<file path="src/design/eod_pkg.sv">
// ============================================================================
// eod_pkg: envelope onset detector package
// register indexes, reset values and field widths shared by the design
// ============================================================================
`default_nettype none

package eod_pkg;

    localparam int SAMPLE_W = 16;
    localparam int INDEX_W  = 32;
    localparam int COEFF_W  = 16;
    localparam int ENV_W    = 24;
    localparam int SPACE_W  = 24;
    localparam int CFG_IDX_W  = 3;
    localparam int CFG_DATA_W = 24;

    typedef logic [CFG_IDX_W-1:0] cfg_idx_t;

    // register indexes
    localparam cfg_idx_t CFG_ATTACK_COEFF  = 3'd0;
    localparam cfg_idx_t CFG_RELEASE_COEFF = 3'd1;
    localparam cfg_idx_t CFG_RISE_RATIO    = 3'd2;
    localparam cfg_idx_t CFG_ONSET_FLOOR   = 3'd3;
    localparam cfg_idx_t CFG_MIN_SPACING   = 3'd4;

    // reset values
    localparam logic [COEFF_W-1:0] ATTACK_RST  = 16'd61964;
    localparam logic [COEFF_W-1:0] RELEASE_RST = 16'd65505;
    localparam logic [COEFF_W-1:0] RISE_RST    = 16'd1024;
    localparam logic [COEFF_W-1:0] FLOOR_RST   = 16'd1638;
    localparam logic [SPACE_W-1:0] SPACING_RST = 24'd4410;

    localparam logic [INDEX_W-1:0] INDEX_MAX = '1;

endpackage

`default_nettype wire

</file>
<file path="src/design/envelope_onset_detector.sv">
// ============================================================================
// envelope_onset_detector: attack/release envelope onset detector
// flags samples whose magnitude jumps above a scaled envelope and a floor,
// spaced by a minimum sample distance, and reports each sample's index
// ============================================================================
//
//  channel | dir | handshake           | payload
//  --------+-----+---------------------+------------------------------------
//  s_      | in  | s_tvalid / s_tready | s_tdata = sample, s_tuser = block_start
//  m_      | out | m_tvalid / m_tready | m_tdata = onset_index, m_tuser = onset
//  cfg_    | in  | cfg_valid/cfg_ready | cfg_index, cfg_data (always ready)
//
//  one word per cycle sustained while the output is not stalled; a word
//  passes through the input register and then into the output register
//  the envelope loop sits between them: threshold and envelope update
//  (one 24x16 and one 17x26 multiply) complete in the cycle the word leaves
//  the input register
//  aresetn (synchronous, active low) restores register defaults and clears
//  envelope, index, onset history and both valid flags
//  a stalled output holds its word; the input register keeps taking words
//  as long as its contents can move into the output register
//
`default_nettype none

module envelope_onset_detector (
    input  wire         aclk,
    input  wire         aresetn,
    // input stream
    input  wire         s_tvalid,
    output logic        s_tready,
    input  wire  [15:0] s_tdata,     // [15:0] sample (signed)
    input  wire  [0:0]  s_tuser,     // [0] block_start
    // result stream
    output logic        m_tvalid,
    input  wire         m_tready,
    output logic [31:0] m_tdata,     // [31:0] onset_index
    output logic [0:0]  m_tuser,     // [0] onset
    // configuration writes
    input  wire         cfg_valid,
    output logic        cfg_ready,
    input  wire  [2:0]  cfg_index,
    input  wire  [23:0] cfg_data
);

    // ------------------------------------------------------------------
    // configuration registers
    // ------------------------------------------------------------------
    logic [eod_pkg::COEFF_W-1:0] attack_reg;
    logic [eod_pkg::COEFF_W-1:0] release_reg;
    logic [eod_pkg::COEFF_W-1:0] rise_reg;
    logic [eod_pkg::COEFF_W-1:0] floor_reg;
    logic [eod_pkg::SPACE_W-1:0] spacing_reg;

    assign cfg_ready = 1'b1;

    always_ff @(posedge aclk) begin
        if (!aresetn) begin
            attack_reg  <= eod_pkg::ATTACK_RST;
            release_reg <= eod_pkg::RELEASE_RST;
            rise_reg    <= eod_pkg::RISE_RST;
            floor_reg   <= eod_pkg::FLOOR_RST;
            spacing_reg <= eod_pkg::SPACING_RST;
        end else if (cfg_valid && cfg_ready) begin
            unique case (cfg_index)
                eod_pkg::CFG_ATTACK_COEFF:  attack_reg  <= cfg_data[15:0];
                eod_pkg::CFG_RELEASE_COEFF: release_reg <= cfg_data[15:0];
                eod_pkg::CFG_RISE_RATIO:    rise_reg    <= cfg_data[15:0];
                eod_pkg::CFG_ONSET_FLOOR:   floor_reg   <= cfg_data[15:0];
                eod_pkg::CFG_MIN_SPACING:   spacing_reg <= cfg_data;
                default: ;  // indexes past the list are dropped
            endcase
        end
    end

    // ------------------------------------------------------------------
    // input register
    // ------------------------------------------------------------------
    logic                         in_valid_reg;
    logic [eod_pkg::SAMPLE_W-1:0] sample_reg;
    logic                         start_reg;
    logic                         out_free;
    logic                         advance;

    assign out_free = !m_tvalid || m_tready;
    assign advance  = in_valid_reg && out_free;
    assign s_tready = !in_valid_reg || out_free;

    always_ff @(posedge aclk) begin
        if (!aresetn) begin
            in_valid_reg <= 1'b0;
        end else if (s_tready) begin
            in_valid_reg <= s_tvalid;
        end
    end

    always_ff @(posedge aclk) begin
        if (s_tvalid && s_tready) begin
            sample_reg <= s_tdata;
            start_reg  <= s_tuser[0];
        end
    end

    // ------------------------------------------------------------------
    // detector state
    // ------------------------------------------------------------------
    logic [eod_pkg::ENV_W-1:0]   env_reg,   env_next;
    logic [eod_pkg::INDEX_W-1:0] count_reg, count_next;
    logic [eod_pkg::INDEX_W-1:0] last_reg,  last_next;
    logic                        seen_reg,  seen_next;

    // state as seen by this word: a block start wipes it first
    logic [eod_pkg::ENV_W-1:0]   env_cur;
    logic [eod_pkg::INDEX_W-1:0] count_cur;
    logic [eod_pkg::INDEX_W-1:0] last_cur;
    logic                        seen_cur;

    assign env_cur   = start_reg ? '0   : env_reg;
    assign count_cur = start_reg ? '0   : count_reg;
    assign last_cur  = start_reg ? '0   : last_reg;
    assign seen_cur  = start_reg ? 1'b0 : seen_reg;

    // magnitude, 0..32768
    logic [16:0] mag;
    assign mag = sample_reg[15] ? (17'd0 - {1'b1, sample_reg})
                                : {1'b0, sample_reg};

    // threshold: mag * 2^16 strictly above env * rise and floor * 2^16
    logic [39:0] env_thr;
    logic [39:0] mag_hi;
    logic        above_env;
    logic        above_floor;
    logic        spaced;
    logic        onset;
    logic [eod_pkg::INDEX_W-1:0] gap;

    assign env_thr     = {16'd0, env_cur} * {24'd0, rise_reg};
    assign mag_hi      = {7'd0, mag, 16'd0};
    assign above_env   = mag_hi > env_thr;
    assign above_floor = mag > {1'b0, floor_reg};
    assign gap         = count_cur - last_cur;
    assign spaced      = gap >= {8'd0, spacing_reg};
    assign onset       = above_env && above_floor && (!seen_cur || spaced);

    // envelope update: c*env + (1-c)*m8 = m8 + c*(env - m8), rounded half up
    logic [eod_pkg::ENV_W-1:0]   m8;
    logic [eod_pkg::COEFF_W-1:0] coeff;
    logic signed [25:0]          diff;
    logic signed [42:0]          prod;
    logic signed [43:0]          acc;

    assign m8    = {mag[15:0], 8'd0};
    assign coeff = (m8 > env_cur) ? attack_reg : release_reg;
    assign diff  = $signed({2'b00, env_cur}) - $signed({2'b00, m8});
    assign prod  = $signed({1'b0, coeff}) * diff;
    assign acc   = $signed({4'd0, m8, 16'd0}) + 44'(prod) + 44'sd32768;

    always_comb begin
        env_next   = acc[39:16];
        count_next = (count_cur == eod_pkg::INDEX_MAX) ? count_cur : count_cur + 32'd1;
        last_next  = onset ? count_cur : last_cur;
        seen_next  = seen_cur || onset;
    end

    always_ff @(posedge aclk) begin
        if (!aresetn) begin
            env_reg   <= '0;
            count_reg <= '0;
            last_reg  <= '0;
            seen_reg  <= 1'b0;
        end else if (advance) begin
            env_reg   <= env_next;
            count_reg <= count_next;
            last_reg  <= last_next;
            seen_reg  <= seen_next;
        end
    end

    // ------------------------------------------------------------------
    // output register
    // ------------------------------------------------------------------
    logic                        out_valid_reg;
    logic [eod_pkg::INDEX_W-1:0] out_index_reg;
    logic                        out_onset_reg;

    always_ff @(posedge aclk) begin
        if (!aresetn) begin
            out_valid_reg <= 1'b0;
        end else if (out_free) begin
            out_valid_reg <= in_valid_reg;
        end
    end

    always_ff @(posedge aclk) begin
        if (advance) begin
            out_index_reg <= count_cur;
            out_onset_reg <= onset;
        end
    end

    assign m_tvalid   = out_valid_reg;
    assign m_tdata    = out_index_reg;
    assign m_tuser[0] = out_onset_reg;

endmodule

`default_nettype wire

</file>
<file path="config.mk">
export PLATFORM = sky130hd
export DESIGN_NAME = envelope_onset_detector
export DESIGN_NICKNAME = d
export VERILOG_FILES = /design/src/design/eod_pkg.sv /design/src/design/envelope_onset_detector.sv
export SDC_FILE = /design/constraint.sdc
export NUM_CORES = 2
export LEC_CHECK = 0
export BUFFER_PORTS_ARGS = -buffer_cell sky130_fd_sc_hd__clkbuf_2
export CORE_AREA = 2 2 261 456
export DETAILED_ROUTE_END_ITERATION = 10
export DIE_AREA = 0 0 263 458
export PLACE_DENSITY = 0.56
export SKIP_LAST_GASP = 1
export SLEW_MARGIN = 20
export SYNTH_ARGS = -nofsm -noshare
export SYNTH_HDL_FRONTEND = slang
export SYNTH_SLANG_ARGS = --single-unit
</file>
<file path="constraint.sdc">
create_clock -name aclk -period 22.1 [get_ports aclk]
set_clock_uncertainty 0.05 [all_clocks]
set_input_delay 2.21 -clock aclk [delete_from_list [all_inputs] [get_ports aclk]]
set_output_delay 2.21 -clock aclk [all_outputs]
set_load 0.01 [all_outputs]
</file>
## Word level (Yosys, flattened, before mapping)

Cells that the tools add are included.

- Flip-flop bits (word level): 229
- Input bits: 49

- Add/subtract/negate cells: 6
- $mul: 2
- Order comparisons: 4
- Equal/unequal tests: 5
- Muxes and demuxes: 8
- Reduce and logical (&&, ||, !) cells: 17

Operator list:

| kind | count |
|---|---|
| two-way mux 32 bit | 4 |
| adder 40 x 17 -> 40 bit, second input constant | 1 |
| adder 40 bit | 1 |
| greater-than comparator 33 x 40 -> 1 bit | 1 |
| multiplier 17 x 25 -> 40 bit | 1 |
| multiplier 24 x 16 -> 40 bit | 1 |
| adder 32 x 1 -> 32 bit, second input constant | 1 |
| equality test 32 bit, second input constant | 1 |
| greater-or-equal comparator 32 x 24 -> 1 bit | 1 |
| subtractor 32 bit | 1 |
| subtractor 24 x 24 -> 25 bit | 1 |
| greater-than comparator 24 bit | 1 |
| two-way mux 24 bit | 1 |
| greater-than comparator 17 x 16 -> 1 bit | 1 |
| two-way mux 17 bit | 1 |
| subtractor 1 x 17 -> 17 bit, first input constant | 1 |
| two-way mux 16 bit | 1 |
| AND reduction 2 bit | 5 |
| equality test 3 x 2 -> 1 bit, second input constant | 2 |
| logical AND 1 bit | 4 |
| logical OR 1 bit | 4 |
| equality test 3 x 1 -> 1 bit, second input constant | 1 |
| equality test 3 bit, second input constant | 1 |
| logical NOT 1 bit | 3 |
| 2 further kinds | 2 |

## Logic depth before layout (Yosys ltp)

- Depth after elaboration: 7
- Depth in mapped cells: 46

## Worst setup path before layout

No wires, ideal clock.

- Path kind: register to register
- Start point: register start_reg
- End point: register env_reg[13] (netlist bit)
- Library setup time: 0.122 ns
- Arrival time: 10.370 ns
- Required time: 21.928 ns
- Slack: 11.558 ns
- Stages on the path, launching flop included: 42
- Path buffers: 8
- Path through: edfxtp_1 clkbuf_1 clkbuf_1 clkbuf_1 clkbuf_1 clkbuf_1 nor2b_1 clkbuf_1 inv_1 ha_1 nor2b_1 o31a_1 o31a_1 o2111ai_1 nand4b_2 a21oi_2 buf_2 mux2i_1 (+6 left out) inv_1 fa_1 fa_1 inv_1 fa_1 inv_1 ha_1 inv_1 nor2_1 nand4_1 or4_1 a211o_1 nand3_1 a21o_1 a21o_1 a21oi_1 o2111a_1 a221o_1

- Cells in the longest elaborated chain, start to end: 6
- Elaborated cells on any way between the ends: 7

Ends and longest elaborated chain:

| item | line | text |
|---|---|---|
| from (decl) | envelope_onset_detector.sv:80 | `logic start_reg;` |
| from (signal assigned) | envelope_onset_detector.sv:99 | `start_reg <= s_tuser[0];` |
| two-way mux 24 bit * | envelope_onset_detector.sv:117 | `assign env_cur = start_reg ? '0 : env_reg;` |
| greater-than comparator 24 bit | envelope_onset_detector.sv:152 | `assign coeff = (m8 > env_cur) ? attack_reg : release_reg;` |
| two-way mux 16 bit | envelope_onset_detector.sv:152 |  |
| multiplier 17 x 25 -> 40 bit * | envelope_onset_detector.sv:154 | `assign prod = $signed({1'b0, coeff}) * diff;` |
| adder 40 bit * | envelope_onset_detector.sv:155 | `assign acc = $signed({4'd0, m8, 16'd0}) + 44'(prod) + 44'sd32768;` |
| adder 40 x 17 -> 40 bit * | envelope_onset_detector.sv:155 |  |
| to (signal assigned) | envelope_onset_detector.sv:171 | `env_reg <= env_next;` |
| to (decl) | envelope_onset_detector.sv:106 | `logic [eod_pkg::ENV_W-1:0] env_reg, env_next;` |

Mark *: on every way between the ends. The rest lies on a longest branch, timed or not.
A chain may end at the register's enable or synchronous reset.

## Worst setup path after layout

- Start point: register sample_reg[0] (netlist bit)
- End point: register env_reg[23] (netlist bit)

- Cells in the longest elaborated chain, start to end: 7
- Elaborated cells on any way between the ends: 8

Ends and longest elaborated chain:

| item | line | text |
|---|---|---|
| from (decl) | envelope_onset_detector.sv:79 | `logic [eod_pkg::SAMPLE_W-1:0] sample_reg;` |
| from (signal assigned) | envelope_onset_detector.sv:98 | `sample_reg <= s_tdata;` |
| subtractor 1 x 17 -> 17 bit | envelope_onset_detector.sv:124 | `assign mag = sample_reg[15] ? (17'd0 - {1'b1, sample_reg})` |
| two-way mux 17 bit * | envelope_onset_detector.sv:124 |  |
| greater-than comparator 24 bit | envelope_onset_detector.sv:152 |  |
| two-way mux 16 bit | envelope_onset_detector.sv:152 |  |
| multiplier 17 x 25 -> 40 bit | envelope_onset_detector.sv:154 |  |
| adder 40 bit * | envelope_onset_detector.sv:155 |  |
| adder 40 x 17 -> 40 bit * | envelope_onset_detector.sv:155 |  |

Marks and branches as above.

==> results.json <==
{
  "place_area_sq_mm": 0.0428,
  "antenna_found_initial": 7,
  "synth_top_area_frac": 0.350,
  "wirelength_um": 129000,
  "via_per_inst": 5.10,
  "fill_cells": 12100,
  "syn2layout_area_growth_pct": 7.33,
  "grt_pass1_wl_um": 200000,
  "hold_viol_final": 0,
  "detail-route-antenna-nets": 0,
  "period_share": 0.531,
  "rsz0062_at_grt": "no",
  "cap_violations": 0,
  "slew_violations": 0,
  "finalWorstSetupSlack_ns": 10.37,
  "die_x_um": 263,
  "routabilityCongestion": 0.950,
  "synth_fp_nets": 5848,
  "hold_path.startpoint": "env_reg[21]$_SDFFE_PN0P_",
  "synthTopCellsByArea": "fa_1 35%, ha_1 10%, inv_1 9.1%",
  "min_path_type": "register to register",
  "grt_max_degree": 93,
  "grt_overflow": 0,
  "syn_inst": 4759,
  "crit_fanout": 25,
  "worstPathRequired_ns": 22.49,
  "grt_pass1_vias": 34700,
  "post-place-ws_ns": 10.50,
  "max_freq_mhz": 85.2,
  "crit_slowest_cell": "a21oi_4",
  "postCtsHoldBufs": 0,
  "worst-endpoint-arrival_ns": 12.12,
  "cts_root_buf": "clkbuf_16",
  "drt-initial-drc-count": 1402,
  "drc": 0,
  "clockBufferDepth": 3,
  "cp_common_cell": "inv_1",
  "firstDrtPassIters": 6,
  "grt.total_usage": 0.219,
  "clk_pin_slew_ns": 0.08,
  "drive_gt1_frac": 0.0538,
  "post-cts-setup-buffers": 0,
  "cts.sinks": 229,
  "fin_tns_setup_ns": 0,
  "numCtsBuffers": 23,
  "portBuffers": 83,
  "final-setup-viol-count": 0,
  "critPathKind": "register to register",
  "coreArea_sq_mm": 0.117,
  "r2r_start": "sample_reg[0]$_DFFE_PP_",
  "period_minus_slack_ns": 11.73,
  "max_stage_delay_ns": 0.88,
  "cts_tree": "built",
  "fin_nets": 5826,
  "end_kind": "register",
  "relSlewSlack": 0.274,
  "dp_hpwl_um": 106000,
  "synth_seq_cells": 229,
  "seq_area_sq_mm": 0.00509,
  "vias": 32000,
  "yosys_warnings": 0,
  "worst_pin_slew_ns": 1.09,
  "r2r_end": "env_reg[23]$_SDFFE_PN0P_",
  "seq_area_frac_synth": 0.125,
  "status": "finished, final reports clean",
  "hold_path_depth": 2,
  "cts_resized": 0,
  "synth_commonest_cells": "981 x inv_1, 727 x nand2_1, 710 x fa_1, 330 x ha_1, 300 x nor2_1",
  "initial_utilization": 0.348,
  "worst-r2r-cell-count": 39,
  "async_flop_share": 0,
  "multiInputGateArea_sq_mm": 0.0311,
  "r2r_slack_ns": 10.37,
  "synthesis.area_sq_mm": 0.0406,
  "ys.flop_type": "dfxtp_1",
  "synth_cell_types": 86,
  "rows": 166,
  "synth_edf_count": 50,
  "clk_latency_ns": 0.56,
  "yosysTopAreaCell": "fa_1",
  "design.die.area_sq_mm": 0.120,
  "min_to": "env_reg[21]$_SDFFE_PN0P_",
  "wl_per_cell_um": 20.7,
  "fin_area_sq_mm": 0.0435,
  "syn_avg_cell_area_sq_um": 8.52,
  "die_h_um": 458,
  "pin_count": 85,
  "start_kind": "register",
  "synth.most_common_cell": "inv_1",
  "cts.htree.levels": 1
}
## how the worst max path moves through the flow
stage                               end  cells past startpoint                    start
2_1_floorplan  env_reg[13]$_SDFFE_PN0P_                     41      start_reg$_DFFE_PP_
3_3_place_gp   env_reg[21]$_SDFFE_PN0P_                     39  sample_reg[0]$_DFFE_PP_
3_5_place_dp   env_reg[13]$_SDFFE_PN0P_                     38  sample_reg[0]$_DFFE_PP_
4_1_cts        env_reg[13]$_SDFFE_PN0P_                     38  sample_reg[0]$_DFFE_PP_
5_1_grt        env_reg[21]$_SDFFE_PN0P_                     39  sample_reg[0]$_DFFE_PP_
6_report       env_reg[23]$_SDFFE_PN0P_                     39  sample_reg[0]$_DFFE_PP_
## placed cells by master (no fill, tap or decap), drive strengths merged, types with 7 or more instances in the layout
master and n:
o21a 19, a21o 72, mux2i 21, clkinv 7, clkbuf 110, dfxtp 179, nor4 10, o22ai 9
nand2b 76, buf 76, a211oi 17, a31oi 11, and4 8, nand2 728, o21bai 16, nand4 56
a21oi 101, fa 710, ha 330, nor2 300, o211ai 21, edfxtp 50, o31ai 11, nor2b 79
a21boi 63, and3 24, mux2 12, and2 196, nand3 54, o21ai 110, xor2 51, nor3 21
or4 8, xnor2 111, a211o 10, o2111ai 7, inv 984
## stage by stage
stage,instances,util,hold slack [ns]
global route,6266,0.373,0.434
finish,6268,0.373,0.392
CTS,6266,0.373,0.394
global placement,6224,0.366,0.381
detailed placement,6224,0.366,0.385
floorplan,4759,-,0.367
## kinds of logic after synthesis
group	count (synthesis)	share of synthesized area
AO/OA/AOI/OAI	518	0.0856
adder cells (fa/ha/maj)	1040	0.452
XOR/XNOR	163	0.0358
other	2	0.000185
buffers and inverters	1187	0.111
multiplexers	33	0.00870
flip-flops	229	0.125
AND/OR/NAND/NOR	1587	0.182
## final cells by class
class | instances | area share
inverter | 982 | 0.0847
timing repair buffer | 158 | 0.0226
antenna | 2 | 0.000115
tap | 1512 | 0.0435
multi-input combinational | 3343 | 0.715
sequential | 229 | 0.117
clock buffer | 28 | 0.0139
clock inverter | 14 | 0.00374
## critical path, delay by kind of cell (launching register included)
kind            cells  cell delay (ns)
xor+xnor            2             0.43
fa+ha+maj           9             3.91
flops               1             0.47
buf+inv             7             0.59
simple gates       10             3.03
mux                 1             0.72
compound gates     10             2.40
## layer usage
metal / track usage / part of all wire / vias to the layer above
met2: 0.426 / 0.55 / 954
met1: 0.206 / 0.32 / 16000
met5: 0 / 0.00019 / -
met3: 0.0193 / 0.039 / 415
met4: 0.178 / 0.097 / 4
li1: - / - / 14600
Power is left out: the tool's default activity adds up to more than one toggle a clock period on the data nets, which glitch-free logic cannot reach.
